$ cat config.mk
export PLATFORM = sky130hd
export DESIGN_NAME = range_sample_conditioner_top_flat
export DESIGN_NICKNAME = d
export VERILOG_FILES = /design/src/rtl/core/rsc_pkg.sv /design/src/rtl/core/rsc_if.sv /design/src/rtl/core/range_sample_conditioner_top.sv /design/src/flat_wrapper.sv
export SDC_FILE = /design/constraint.sdc
export NUM_CORES = 2
export LEC_CHECK = 0
export ABC_CLOCK_PERIOD_IN_PS = 11780
export BUFFER_PORTS_ARGS = -buffer_cell sky130_fd_sc_hd__buf_4
export CORE_AREA = 2 2 312 314
export DETAILED_ROUTE_END_ITERATION = 8
export DIE_AREA = 0 0 314 316
export PLACE_DENSITY_LB_ADDON = 0.15
export SLEW_MARGIN = 20
export SYNTH_ARGS = -nofsm -noshare
export SYNTH_HDL_FRONTEND = slang
export SYNTH_SLANG_ARGS = --single-unit
$ cat constraint.sdc
create_clock -name clk -period 11.78 [get_ports clk]
set_input_delay 1.178 -clock clk [delete_from_list [all_inputs] [get_ports clk]]
set_output_delay 1.178 -clock clk [all_outputs]
set_load 0.01 [all_outputs]
$ cat src/rtl/core/rsc_pkg.sv
// ----------------------------------------------------------------------------
// rsc_pkg: range sample conditioner shared definitions
// Field widths, register indexes, reset values and sequencer states.
// ----------------------------------------------------------------------------
package rsc_pkg;

	// Word field widths
	localparam int CHAN_W   = 2;
	localparam int RAW_W    = 16;
	localparam int DIST_W   = 17;

	// Configuration port
	localparam int CFG_IDX_W  = 3;
	localparam int CFG_DATA_W = 17;

	localparam int OFFSET_W = 16;
	localparam int GAIN_W   = 17;
	localparam int WEIGHT_W = 9;
	localparam int BAND_W   = 16;
	localparam int NEED_W   = 4;
	localparam int MASK_W   = 3;

	// Reciprocal gain carries 16 fraction bits
	localparam int GAIN_FRAC = 16;

	// Defaults
	localparam int RSC_CHANNELS      = 3;
	localparam int RSC_FRACTION_BITS = 8;

	localparam logic [OFFSET_W-1:0] OFFSET_RST = 16'd4474;
	localparam logic [GAIN_W-1:0]   GAIN_RST   = 17'd65858;
	localparam logic [WEIGHT_W-1:0] WEIGHT_RST = 9'd128;
	localparam logic [BAND_W-1:0]   BAND_RST   = 16'd1280;
	localparam logic [NEED_W-1:0]   NEED_RST   = 4'd8;
	localparam logic [MASK_W-1:0]   MASK_RST   = 3'd3;

	typedef enum logic [CFG_IDX_W-1:0] {
		REG_OFFSET = 3'd0,
		REG_GAIN   = 3'd1,
		REG_WEIGHT = 3'd2,
		REG_BAND   = 3'd3,
		REG_NEED   = 3'd4,
		REG_MASK   = 3'd5
	} rsc_reg_t;

	typedef enum logic [2:0] {
		ST_IDLE,
		ST_CAL_MUL,
		ST_OLD_MUL,
		ST_NEW_MUL,
		ST_AVG_SUM,
		ST_FINISH
	} rsc_state_t;

endpackage

$ cat src/rtl/core/rsc_if.sv
// ----------------------------------------------------------------------------
// rsc_if: channel interfaces of the range sample conditioner
// Input word, result word and configuration write channels.
// ----------------------------------------------------------------------------
interface rsc_in_if import rsc_pkg::*; ();
	logic              valid;
	logic              ready;
	logic [CHAN_W-1:0] channel;
	logic              reading_ok;
	logic [RAW_W-1:0]  raw_distance;

	modport source (output valid, channel, reading_ok, raw_distance, input ready);
	modport sink   (input valid, channel, reading_ok, raw_distance, output ready);
endinterface

interface rsc_out_if import rsc_pkg::*; ();
	logic                     valid;
	logic                     ready;
	logic signed [DIST_W-1:0] distance_out;
	logic                     distance_valid;
	logic                     channel_stable;
	logic                     all_stable;

	modport source (output valid, distance_out, distance_valid, channel_stable, all_stable,
		input ready);
	modport sink   (input valid, distance_out, distance_valid, channel_stable, all_stable,
		output ready);
endinterface

interface rsc_cfg_if import rsc_pkg::*; ();
	logic                  valid;
	logic                  ready;
	logic [CFG_IDX_W-1:0]  index;
	logic [CFG_DATA_W-1:0] data;

	modport source (output valid, index, data, input ready);
	modport sink   (input valid, index, data, output ready);
endinterface

$ cat src/rtl/core/range_sample_conditioner_top.sv
// ----------------------------------------------------------------------------
// range_sample_conditioner_top: per-channel distance calibration and smoothing
// Filtered words step through CAL_MUL, OLD_MUL, NEW_MUL and AVG_SUM to FINISH;
// other words go from IDLE straight to FINISH. One word is in flight at a time,
// and the single shared multiplier is used three times per filtered word.
// A waiting result does not block the next accept; a result leaves the
// sequencer only once the output register is free.
// Reset (arst_n low): registers to defaults, channel seed, count and stable state cleared.
// ----------------------------------------------------------------------------
module range_sample_conditioner_top
	import rsc_pkg::*;
#(
	parameter int CHANNELS      = RSC_CHANNELS,
	parameter int FRACTION_BITS = RSC_FRACTION_BITS
) (
	input  logic          clk,
	input  logic          arst_n,
	rsc_in_if.sink        in_ch,
	rsc_out_if.source     out_ch,
	rsc_cfg_if.sink       cfg
);

	// Fixed point sizing. Calibrated value stays below 2^(FB+17) in magnitude.
	localparam int FB      = FRACTION_BITS;
	localparam int AVG_W   = FB + 18;
	localparam int B_W     = 18;
	localparam int PROD_W  = AVG_W + B_W;
	localparam int W_W     = FB + 1;
	localparam int W_CMP   = (WEIGHT_W > W_W) ? WEIGHT_W : W_W;
	localparam int ONE     = 1 << FB;
	localparam int HALF    = 1 << (FB - 1);
	localparam int R_W     = AVG_W + 1;
	localparam int Q_W     = R_W - FB;
	localparam int IDX_W   = (CHANNELS > 1) ? $clog2(CHANNELS) : 1;
	localparam logic [Q_W-1:0] POS_LIM = Q_W'(65535);
	localparam logic [Q_W-1:0] NEG_LIM = Q_W'(65536);

	// ---------------------------------------------------------------
	// Configuration registers; to be written only while idle, not enforced, always ready
	// ---------------------------------------------------------------
	logic [OFFSET_W-1:0] offset_q;
	logic [GAIN_W-1:0]   gain_q;
	logic [WEIGHT_W-1:0] weight_q;
	logic [BAND_W-1:0]   band_q;
	logic [NEED_W-1:0]   need_q;
	logic [MASK_W-1:0]   mask_q;

	assign cfg.ready = 1'b1;

	always_ff @(posedge clk or negedge arst_n) begin
		if (!arst_n) begin
			offset_q <= OFFSET_RST;
			gain_q   <= GAIN_RST;
			weight_q <= WEIGHT_RST;
			band_q   <= BAND_RST;
			need_q   <= NEED_RST;
			mask_q   <= MASK_RST;
		end else if (cfg.valid) begin
			case (rsc_reg_t'(cfg.index))
				REG_OFFSET: offset_q <= cfg.data[OFFSET_W-1:0];
				REG_GAIN:   gain_q   <= cfg.data[GAIN_W-1:0];
				REG_WEIGHT: weight_q <= cfg.data[WEIGHT_W-1:0];
				REG_BAND:   band_q   <= cfg.data[BAND_W-1:0];
				REG_NEED:   need_q   <= cfg.data[NEED_W-1:0];
				REG_MASK:   mask_q   <= cfg.data[MASK_W-1:0];
				default:    ;
			endcase
		end
	end

	// ---------------------------------------------------------------
	// Sequencer
	// ---------------------------------------------------------------
	rsc_state_t state_q, state_d;

	logic in_acc;
	logic out_free;
	logic path_filt;   // latched word takes the calibrate/average path

	logic [CHAN_W-1:0] chan_q;
	logic              ok_q;
	logic [RAW_W-1:0]  raw_q;

	logic             in_range;
	logic             filtered;
	logic [IDX_W-1:0] ch_idx;
	logic [MASK_W:0]  mask_ext;

	assign in_acc   = in_ch.valid && in_ch.ready;
	assign out_free = !out_ch.valid || out_ch.ready;

	// Channel decode works on the latched word
	assign in_range  = ({30'd0, chan_q} < 32'(CHANNELS));
	assign mask_ext  = {1'b0, mask_q};
	assign filtered  = mask_ext[chan_q];
	assign ch_idx    = IDX_W'(chan_q);
	assign path_filt = in_range && ok_q && filtered;

	always_ff @(posedge clk or negedge arst_n) begin
		if (!arst_n) begin
			state_q <= ST_IDLE;
		end else begin
			state_q <= state_d;
		end
	end

	logic in_filt_now;
	logic in_range_now;
	logic [MASK_W:0] in_mask_ext;

	// Path decision for the word on the port, so short words skip the multiplies
	assign in_mask_ext  = {1'b0, mask_q};
	assign in_range_now = ({30'd0, in_ch.channel} < 32'(CHANNELS));
	assign in_filt_now  = in_range_now && in_ch.reading_ok && in_mask_ext[in_ch.channel];

	always_comb begin
		state_d     = state_q;
		in_ch.ready = 1'b0;
		case (state_q)
			ST_IDLE: begin
				in_ch.ready = 1'b1;
				if (in_ch.valid) begin
					state_d = in_filt_now ? ST_CAL_MUL : ST_FINISH;
				end
			end
			ST_CAL_MUL: state_d = ST_OLD_MUL;
			ST_OLD_MUL: state_d = ST_NEW_MUL;
			ST_NEW_MUL: state_d = ST_AVG_SUM;
			ST_AVG_SUM: state_d = ST_FINISH;
			ST_FINISH: begin
				if (out_free) begin
					state_d = ST_IDLE;
				end
			end
			default: state_d = ST_IDLE;
		endcase
	end

	// ---------------------------------------------------------------
	// Shared multiplier: (raw-offset)*gain, then (1-w)*avg, then w*cal
	// ---------------------------------------------------------------
	logic signed [AVG_W-1:0]  avg_q [CHANNELS];
	logic [CHANNELS-1:0]      seeded_q;
	logic [NEED_W-1:0]        cnt_q [CHANNELS];
	logic [CHANNELS-1:0]      stable_q;

	logic signed [AVG_W-1:0]  cal_q;
	logic signed [PROD_W-1:0] prod_q;
	logic signed [PROD_W-1:0] acc_q;

	logic signed [AVG_W-1:0]  diff;
	logic [W_W-1:0]           w_sat;
	logic [W_W-1:0]           w_rest;
	logic signed [AVG_W-1:0]  mul_a;
	logic signed [B_W-1:0]    mul_b;
	logic signed [PROD_W-1:0] prod;
	logic signed [PROD_W-1:0] prod_cal_sh;
	logic signed [PROD_W-1:0] sum;
	logic signed [PROD_W-1:0] sum_sh;
	logic signed [AVG_W-1:0]  avg_new;

	// raw in fixed point minus offset, kept signed
	assign diff = (AVG_W'(raw_q) << FB) - AVG_W'(offset_q);

	// Weight saturates at one
	always_comb begin
		if (W_CMP'(weight_q) > W_CMP'(ONE)) begin
			w_sat = W_W'(ONE);
		end else begin
			w_sat = W_W'(weight_q);
		end
	end
	assign w_rest = W_W'(ONE) - w_sat;

	always_comb begin
		case (state_q)
			ST_CAL_MUL: begin
				mul_a = diff;
				mul_b = B_W'({1'b0, gain_q});
			end
			ST_OLD_MUL: begin
				mul_a = avg_q[ch_idx];
				mul_b = B_W'(w_rest);
			end
			default: begin
				mul_a = cal_q;
				mul_b = B_W'(w_sat);
			end
		endcase
	end

	assign prod        = mul_a * mul_b;
	assign prod_cal_sh = prod_q >>> GAIN_FRAC;
	assign sum         = acc_q + prod_q;
	assign sum_sh      = sum >>> FB;
	assign avg_new     = seeded_q[ch_idx] ? sum_sh[AVG_W-1:0] : cal_q;

	// ---------------------------------------------------------------
	// Stability and result formatting (filtered words read the new average)
	// ---------------------------------------------------------------
	logic signed [AVG_W:0] dev;
	logic [AVG_W:0]        dev_abs;
	logic                  band_ok;
	logic signed [R_W-1:0] rnd;
	logic [R_W-1:0]        rnd_mag;
	logic [R_W-1:0]        rnd_sh;
	logic [Q_W-1:0]        rnd_q;
	logic [DIST_W-1:0]     dist_mag;
	logic signed [DIST_W-1:0] dist_filt;
	logic signed [AVG_W-1:0]  avg_cur;

	assign avg_cur = avg_q[ch_idx];
	assign dev     = {cal_q[AVG_W-1], cal_q} - {avg_cur[AVG_W-1], avg_cur};
	assign dev_abs = dev[AVG_W] ? (AVG_W+1)'(-dev) : dev;
	assign band_ok = dev_abs < (AVG_W+1)'(band_q);

	// round half up, then truncate toward zero, saturate
	assign rnd     = {avg_cur[AVG_W-1], avg_cur} + R_W'(HALF);
	assign rnd_mag = rnd[R_W-1] ? R_W'(-rnd) : rnd;
	assign rnd_sh  = rnd_mag >> FB;
	assign rnd_q   = rnd_sh[Q_W-1:0];

	always_comb begin
		if (rnd[R_W-1]) begin
			dist_mag  = (rnd_q > NEG_LIM) ? DIST_W'(NEG_LIM) : rnd_q[DIST_W-1:0];
			dist_filt = -dist_mag;
		end else begin
			dist_mag  = (rnd_q > POS_LIM) ? DIST_W'(POS_LIM) : rnd_q[DIST_W-1:0];
			dist_filt = dist_mag;
		end
	end

	// Sample outcome of this word
	logic              sample_good;
	logic [NEED_W-1:0] cnt_cur;
	logic [NEED_W-1:0] cnt_new;
	logic              flag_new;
	logic [CHANNELS-1:0] stable_next;

	always_comb begin
		if (!ok_q) begin
			sample_good = 1'b0;
		end else if (!filtered) begin
			sample_good = (raw_q != '0);
		end else begin
			sample_good = band_ok;
		end
	end

	assign cnt_cur = cnt_q[ch_idx];

	always_comb begin
		if (!sample_good) begin
			cnt_new = '0;
		end else if (cnt_cur < need_q) begin
			cnt_new = cnt_cur + NEED_W'(1);
		end else begin
			cnt_new = cnt_cur;
		end
		flag_new = sample_good && (cnt_new >= need_q);
	end

	always_comb begin
		stable_next = stable_q;
		if (in_range) begin
			stable_next[ch_idx] = flag_new;
		end
	end

	// ---------------------------------------------------------------
	// Datapath registers
	// ---------------------------------------------------------------
	always_ff @(posedge clk) begin
		if (in_acc) begin
			chan_q <= in_ch.channel;
			ok_q   <= in_ch.reading_ok;
			raw_q  <= in_ch.raw_distance;
		end
		case (state_q)
			ST_CAL_MUL: prod_q <= prod;
			ST_OLD_MUL: begin
				cal_q  <= prod_cal_sh[AVG_W-1:0];
				prod_q <= prod;
			end
			ST_NEW_MUL: begin
				acc_q  <= prod_q;
				prod_q <= prod;
			end
			ST_AVG_SUM: avg_q[ch_idx] <= avg_new;
			default: ;
		endcase
	end

	// Channel control state
	always_ff @(posedge clk or negedge arst_n) begin
		if (!arst_n) begin
			seeded_q <= '0;
			stable_q <= '0;
			for (int i = 0; i < CHANNELS; i++) begin
				cnt_q[i] <= '0;
			end
		end else begin
			if (state_q == ST_AVG_SUM) begin
				seeded_q[ch_idx] <= 1'b1;
			end
			if (state_q == ST_FINISH && out_free && in_range) begin
				cnt_q[ch_idx]    <= cnt_new;
				stable_q[ch_idx] <= flag_new;
			end
		end
	end

	// ---------------------------------------------------------------
	// Output register
	// ---------------------------------------------------------------
	logic                     out_valid_q;
	logic signed [DIST_W-1:0] dist_q;
	logic                     dvalid_q;
	logic                     chst_q;
	logic                     allst_q;

	always_ff @(posedge clk or negedge arst_n) begin
		if (!arst_n) begin
			out_valid_q <= 1'b0;
		end else if (state_q == ST_FINISH && out_free) begin
			out_valid_q <= 1'b1;
		end else if (out_ch.ready) begin
			out_valid_q <= 1'b0;
		end
	end

	always_ff @(posedge clk) begin
		if (state_q == ST_FINISH && out_free) begin
			if (path_filt) begin
				dist_q <= dist_filt;
			end else if (in_range && ok_q) begin
				dist_q <= DIST_W'(raw_q);
			end else begin
				dist_q <= '0;
			end
			dvalid_q <= in_range && ok_q;
			chst_q   <= in_range && flag_new;
			allst_q  <= &stable_next;
		end
	end

	assign out_ch.valid          = out_valid_q;
	assign out_ch.distance_out   = dist_q;
	assign out_ch.distance_valid = dvalid_q;
	assign out_ch.channel_stable = chst_q;
	assign out_ch.all_stable     = allst_q;

	// ---------------------------------------------------------------
	// Checks
	// ---------------------------------------------------------------
	// one word in flight: no accept right after an accept
	a_one_in_flight: assert property (@(posedge clk) disable iff (!arst_n)
		in_acc |=> !in_ch.ready)
		else $error("word accepted while sequencer busy");

	// a word without a reading reports no distance
	a_invalid_zero: assert property (@(posedge clk) disable iff (!arst_n)
		out_ch.valid && !out_ch.distance_valid |-> out_ch.distance_out == '0)
		else $error("nonzero distance on invalid result");

	// failed or out of range words never leave a channel stable
	a_invalid_unstable: assert property (@(posedge clk) disable iff (!arst_n)
		out_ch.valid && !out_ch.distance_valid |-> !out_ch.channel_stable)
		else $error("stable flag set on invalid result");

	// a finished word waits while the output register is held
	a_finish_hold: assert property (@(posedge clk) disable iff (!arst_n)
		state_q == ST_FINISH && out_ch.valid && !out_ch.ready |=> state_q == ST_FINISH)
		else $error("result dropped while output stalled");

	// the averaging multiplies only run for filtered words
	a_filt_path: assert property (@(posedge clk) disable iff (!arst_n)
		state_q == ST_CAL_MUL |-> path_filt)
		else $error("multiply sequence started for unfiltered word");

endmodule

$ cat src/flat_wrapper.sv
// flat-port wrapper written by rule: the top's interface ports become plain ports
module range_sample_conditioner_top_flat import rsc_pkg::*;
#(
	parameter int CHANNELS      = RSC_CHANNELS,
	parameter int FRACTION_BITS = RSC_FRACTION_BITS
)
  (clk, arst_n, in_ch_valid, in_ch_channel, in_ch_reading_ok, in_ch_raw_distance, in_ch_ready, out_ch_valid, out_ch_distance_out, out_ch_distance_valid, out_ch_channel_stable, out_ch_all_stable, out_ch_ready, cfg_valid, cfg_index, cfg_data, cfg_ready);
  rsc_in_if in_ch_i ();
  rsc_out_if out_ch_i ();
  rsc_cfg_if cfg_i ();
  input  logic clk;
  input  logic arst_n;
  input wire logic [$bits(in_ch_i.valid)-1:0] in_ch_valid;
  input wire logic [$bits(in_ch_i.channel)-1:0] in_ch_channel;
  input wire logic [$bits(in_ch_i.reading_ok)-1:0] in_ch_reading_ok;
  input wire logic [$bits(in_ch_i.raw_distance)-1:0] in_ch_raw_distance;
  output wire logic [$bits(in_ch_i.ready)-1:0] in_ch_ready;
  output wire logic [$bits(out_ch_i.valid)-1:0] out_ch_valid;
  output wire logic [$bits(out_ch_i.distance_out)-1:0] out_ch_distance_out;
  output wire logic [$bits(out_ch_i.distance_valid)-1:0] out_ch_distance_valid;
  output wire logic [$bits(out_ch_i.channel_stable)-1:0] out_ch_channel_stable;
  output wire logic [$bits(out_ch_i.all_stable)-1:0] out_ch_all_stable;
  input wire logic [$bits(out_ch_i.ready)-1:0] out_ch_ready;
  input wire logic [$bits(cfg_i.valid)-1:0] cfg_valid;
  input wire logic [$bits(cfg_i.index)-1:0] cfg_index;
  input wire logic [$bits(cfg_i.data)-1:0] cfg_data;
  output wire logic [$bits(cfg_i.ready)-1:0] cfg_ready;
  assign in_ch_i.valid = in_ch_valid;
  assign in_ch_i.channel = in_ch_channel;
  assign in_ch_i.reading_ok = in_ch_reading_ok;
  assign in_ch_i.raw_distance = in_ch_raw_distance;
  assign in_ch_ready = in_ch_i.ready;
  assign out_ch_valid = out_ch_i.valid;
  assign out_ch_distance_out = out_ch_i.distance_out;
  assign out_ch_distance_valid = out_ch_i.distance_valid;
  assign out_ch_channel_stable = out_ch_i.channel_stable;
  assign out_ch_all_stable = out_ch_i.all_stable;
  assign out_ch_i.ready = out_ch_ready;
  assign cfg_i.valid = cfg_valid;
  assign cfg_i.index = cfg_index;
  assign cfg_i.data = cfg_data;
  assign cfg_ready = cfg_i.ready;
  range_sample_conditioner_top #(.CHANNELS(CHANNELS), .FRACTION_BITS(FRACTION_BITS)) u_core (.clk(clk), .arst_n(arst_n), .in_ch(in_ch_i), .out_ch(out_ch_i), .cfg(cfg_i));
endmodule
## After elaboration in Yosys (flattened, before gate mapping)

Memory sizes are Yosys's and may differ from the RTL's. A register that Yosys moved wholly into a read port is not among the register bits.
Index checks and enable logic that the tools add are counted.

- Equality and inequality tests: 12
- Reduce and logical (&&, ||, !) cells: 26
- Add/sub/neg operators: 9
- Multipliers: 1
- Bitwise gates (word level): 2
- Magnitude comparators: 13
- Mux-type cells: 41

Operators with widths:

| cell | count |
|---|---|
| two-way mux 17 bit | 4 |
| two-way mux 27 bit | 2 |
| negation 27 bit | 2 |
| one-hot mux 26 bit (2 select lines) | 1 |
| multiplier 26 x 18 -> 42 bit | 1 |
| adder 34 bit | 1 |
| one-hot mux 17 bit (2 select lines) | 1 |
| adder 26 x 9 -> 27 bit, second input constant | 1 |
| less-than comparator 27 x 16 -> 1 bit | 1 |
| subtractor 26 x 26 -> 27 bit | 1 |
| two-way mux 26 bit | 1 |
| subtractor 24 x 16 -> 25 bit | 1 |
| two-way mux 4 bit | 5 |
| greater-than comparator 19 x 16 -> 1 bit, second input constant | 1 |
| greater-than comparator 19 x 17 -> 1 bit, second input constant | 1 |
| one-hot mux 3 bit (6 select lines) | 1 |
| negation 17 bit | 1 |
| two-way mux 16 bit | 1 |
| nonzero test 16 bit | 1 |
| AND reduction 2 bit | 7 |
| bitwise mux 12 bit | 1 |
| equality test 3 x 2 -> 1 bit, second input constant | 4 |
| equality test 3 bit, second input constant | 4 |
| two-way mux 3 bit | 4 |
| 30 further kinds | 56 |

- Memory bits (writable): 78
- Memories: 1
- Register bits: 228
- Output and inout port bits: 23
- Bits of input ports: 44

Memory list:

| name | depth | width | read ports | clocked after memory_dff | wr ports | RTL line | RTL |
|---|---|---|---|---|---|---|---|
| u_core.avg_q | 3 | 26 | 1 | 1 | 1 | range_sample_conditioner_top.sv:142 | `logic signed [AVG_W-1:0] avg_q [CHANNELS];` |

## Logic depth before layout (Yosys ltp)

- Depth after elaboration: 12
- Gate-level depth with buffers: 46

## Least setup slack after synthesis

OpenSTA, ideal clock, no wires.

- Kind: reg-to-reg
- From: reg u_core.offset_q[1]
- To: reg u_core.prod_q[41], data pin
- Period minus slack after synthesis: 8818 ps
- Path buffers: 1
- Cell stages (with the launch flop): 41
- Library setup time: 260 ps
- Data required time: 11520 ps
- Setup slack: 2962 ps
- Arrival time: 8558 ps
- Cell sequence: dfstp_2 inv_1 ha_1 nor2b_1 a41o_1 a21oi_1 o21bai_1 a21oi_1 nor2b_1 o21a_1 o21a_1 o21a_1 nor4_1 xnor2_1 o221a_2 clkbuf_1 nor2_1 fa_1 [5 not listed] fa_1 inv_1 fa_1 inv_1 ha_1 a21o_1 a21oi_1 o21ai_0 a21oi_1 o41ai_1 a211oi_1 a21oi_1 a211o_1 a211oi_1 o21bai_1 a21o_1 a21oi_1 xnor2_1

- Longest elaborated chain between the ends: 3

RTL lines:

| item | RTL line | RTL |
|---|---|---|
| start: declaration | range_sample_conditioner_top.sv:41 | `logic [OFFSET_W-1:0] offset_q;` |
| start signal: assignment | range_sample_conditioner_top.sv:60 | `REG_OFFSET: offset_q <= cfg.data[OFFSET_W-1:0];` |
| subtractor 24 x 16 -> 25 bit | range_sample_conditioner_top.sv:163 | `assign diff = (AVG_W'(raw_q) << FB) - AVG_W'(offset_q);` |
| one-hot mux 26 bit (2 select lines) | range_sample_conditioner_top.sv:176 | `case (state_q)` |
| multiplier 26 x 18 -> 42 bit | range_sample_conditioner_top.sv:192 | `assign prod = mul_a * mul_b;` |
| via u_core.prod[41] | range_sample_conditioner_top.sv:156 | `logic signed [PROD_W-1:0] prod;` |
| end signal: assignment | range_sample_conditioner_top.sv:280 | `ST_CAL_MUL: prod_q <= prod;` |
| end signal: assignment | range_sample_conditioner_top.sv:283 | `prod_q <= prod;` |
| end signal: assignment | range_sample_conditioner_top.sv:287 | `prod_q <= prod;` |
| end: declaration | range_sample_conditioner_top.sv:148 | `logic signed [PROD_W-1:0] prod_q;` |

The timed path passes the listed nets, and every way through them passes these cells.
A chain may end at the register's enable or synchronous reset.

## Final worst setup path

Same ends and word-level chain as after synthesis.

==> metrics.md <==
| Metric | Value |
|---|---|
| Outcome | completed |
| Yosys reg bits | 308 |
| Synth Area per Inst | 9.61 sq um |
| CTS Buffer Depth | 3 |
| Die Area | 99200 sq um |
| Peak Freq | 101 MHz |
| Via count | approximately 25000 |
| Initial antenna violation count | 12 |
| GRT overflow | 0 |
| Post-DR wirelength/cell | roughly 21 um |
| Clk slew on worst S/H paths | approximately 0.060 ns |
| Setup TNS | 0 ns |
| Clk sinks | 308 |
| Layout cells sized above 1 | 10.2% |
| GRT Max-Usage Layer | met2 |
| Top cells by count, synth | inv_1, fa_1, nand2_1, nor2_1, edfxtp_1 |
| Core Rows | about 110 |
| Post-route ant nets | 0 |
| Core area | 96000 sq um |
| Period utilization | around 84% |
| TritonCTS clock tree | done |
| Clk Latency, worst-skew pair | about 0.60 ns |
| Worst EP required | roughly 12 ns |
| Synth Flop Type | edfxtp_1 |
| First-pass GRT wire length | about 160 mm |
| Cells after Synth | 3469 |
| Slowest library cell on the worst path | o221ai_1 |
| Post-synth EDFFs | about 220 |
| Initial Utilization | between 30% and 40% |
| Worst R2R Start | u_core.offset_q[1]$_DFFE_PN1P_ |
| Net count, final | 4185 |
| Post-cts sizing count | 0 |
| H-tree depth | 2 |
| Final worst path period need | 9.92 ns |
| # DRC | 0 |
| # hold bufs at CTS | 0 |
| Synthesized cell area | 33300 sq um |
| Placed wire-length estimate | around 83 mm |
| Main area contributors after synthesis | fa_1, edfxtp_1, ha_1 |
| Net Count, Synth | around 4100 |
| Drt first pass iters | 5 |
| CTS Root Cell | clkbuf_16 |
| Final Hold Viols | 0 |
| Critical path class | reg2reg |
| Slew @ Worst Pin | around 1.2 ns |
| Max-slew violation count | 0 |
| Synth-to-Final Area Change | 10.3% |
| Critical path arrival | between 10 and 15 ns |
| Ys Warns | 0 |
| Global Route met3 Usage | 3.36% |
| Setup crit start kind | flop |
| Post-Route WL | slightly above 100 mm |
| M1 GR Usage | 29.7% |
| Hold path start | u_core.prod_q[37]$_DFFE_PP_ |
| Initial DRC Count | 1737 |
| Kind of cell adding the most delay to the critical path | compound AO/OA/AOI/OAI gates |
| Tot GR Track Use | roughly a fifth |
| Critical Path Fanout Max | 9 |
| Worst setup path startpoint | u_core.offset_q[1]$_DFFE_PN1P_ |
| Tightest Hold Check Type | reg2reg |
| Count leader, synth | inv_1 |
| Fraction of registers with async set/reset | between 20% and 30% |
| M2 GR Usage | roughly a third |
| Register area share after synthesis | a little over a quarter |
| Clock skew | about 0.055 ns |
| Clock buffer count from CTS | 37 |
| RePlAce Congestion | between 0.9 and 1 |
| RSZ-0062 raised after global routing | false |
| Max Cap Violations | 0 |
| Synth area leader | fa_1 |
| Slowest Stage Delay on Critical Path | 0.92 ns |
| Largest net degree at the start of global routing | 51 |
| Fillcell total | about 10000 |
| Max_slew headroom | a little over a fifth |
| Vias in the first global route | about 25000 |
| Synth top area share | about a quarter |
| Die Wd | between 300 and 400 um |
| WP buf/inv | 5 |
| # setup viols final | 0 |
| Port bufs | 65 |
| Post-CTS Setup Bufs | 0 |
| Total I/O pin count | 67 |
| Yosys cell types | 99 |
| Height of the die | around 320 um |
| Critical path endpoint category | flop |
| Via-per-instance ratio | approximately 5.2 |
==> metrics by stage <==
step | hold WS (ns) | utilization, % | std cells | area [sq um] | setup slack, ns
after floorplan | 0.400 | - | 3469 | 33300 | 2.96
after global placement | 0.402 | 37.0 | 4760 | 35500 | 1.72
after detailed placement | 0.405 | 37.0 | 4760 | 35500 | 1.68
after CTS | 0.415 | 38.3 | 4826 | 36800 | 1.63
after global routing | 0.428 | 38.3 | 4827 | 36800 | 1.16
final | 0.416 | 38.3 | 4828 | 36800 | 1.86
==> path summary, 6_finish.rpt <==
kind / depth (start not counted) / end / slack [ns]
hold / removal: 0 / u_core.cal_q[21]$_DFFE_PP_ / 0.42
hold reg to reg: 0 / u_core.cal_q[21]$_DFFE_PP_ / 0.42
max in group asynchronous: 2 / u_core.weight_q[6]$_DFFE_PN0P_ / 9.98
setup / recovery: 39 / u_core.prod_q[41]$_DFFE_PP_ / 1.86
min in group asynchronous: 1 / u_core.band_q[12]$_DFFE_PN0P_ / 0.57
setup reg to reg: 39 / u_core.prod_q[41]$_DFFE_PP_ / 1.86
==> state kept, by name, indices dropped and copies added, names as in the netlist, 2 cells and up, named ones only <==
register,cells
u_core.acc_q,34
u_core.ch_idx,2
u_core.gain_q,17
u_core.seeded_q,3
u_core.raw_q,16
u_core.mask_q,3
u_core.out_ch.distance_out,17
u_core.band_q,16
u_core.offset_q,16
u_core.prod_q,42
u_core.avg_q,78
u_core.cnt_q,12
u_core.stable_q,3
u_core.cal_q,26
u_core.weight_q,9
u_core.state_q,3
u_core.need_q,4
==> area by class of cell <==
cell class              count  area [sq um]  share of cell area (%)
diodes                      1          2.50                 0.00680
clock buffers              52          1050                    2.86
clock inverters            14           170                   0.463
inverters                 577          2170                    5.90
multi-input cells        2465         22000                    59.7
flip-flops and latches    308          8820                    24.0
well taps                1276          1600                    4.34
repair buffers            135          1010                    2.75
==> worst reg2reg max path, delay by kind of cell, from the launching register on <==
| kind | cells | cell delay (ns) |
|---|---|---|
| compound gates | 20 | 4.39 |
| xor+xnor | 2 | 0.19 |
| fa+ha+maj | 8 | 3.64 |
| buf+inv | 5 | 0.39 |
| flops | 1 | 0.54 |
| simple gates | 4 | 0.57 |
==> cells in the final DEF, fill, tap and decap left out, types with 10 or more instances in the layout <==
cell       instances
a211oi_1          15
a21o_1            42
a21oi_1          124
a221o_1           16
a221oi_1          12
a31oi_1           17
and2_1            14
and3_1            18
buf_4            134
clkbuf_16         37
dfrtp_1           70
dfstp_2           17
edfxtp_1         219
fa_1             420
ha_1             197
inv_1            571
mux2_2            71
mux2i_1           39
nand2_1          380
nand2b_1          26
nand3_1           35
nand4_1           16
nor2_1           358
nor2b_1           21
nor3_1            60
nor4_1            26
o211ai_1          15
o21a_1            37
o21ai_0           96
o21bai_1          14
o221a_2           10
o221ai_1          14
o31ai_1           16
or2_2             21
or3_1             10
xnor2_1          124
xor2_1            43
==> logic make-up (layout without fill, tap and decap cells) <==
| logic type | after synthesis | count (layout) | synth area share (%) |
|---|---|---|---|
| flops | 308 | 308 | 26.4 |
| simple gates | 1034 | 1034 | 13.8 |
| other cells | 1 | 2 | 0.0112 |
| xor+xnor | 168 | 168 | 4.44 |
| compound gates | 532 | 532 | 11.0 |
| buf+inv | 696 | 778 | 8.02 |
| mux | 113 | 113 | 3.72 |
| fa+ha+maj | 617 | 617 | 32.6 |
==> per-layer routing <==
metal / part of all wire, % / vias to the layer above
met4: 2.9 / 10
met3: 6.1 / 137
met5: 0.074 / -
met1: 46 / 12700
li1: - / 11600
met2: 45 / 642
Power is left out: the tool's default activity adds up to more than one toggle a clock period on the data nets, which glitch-free logic cannot reach.
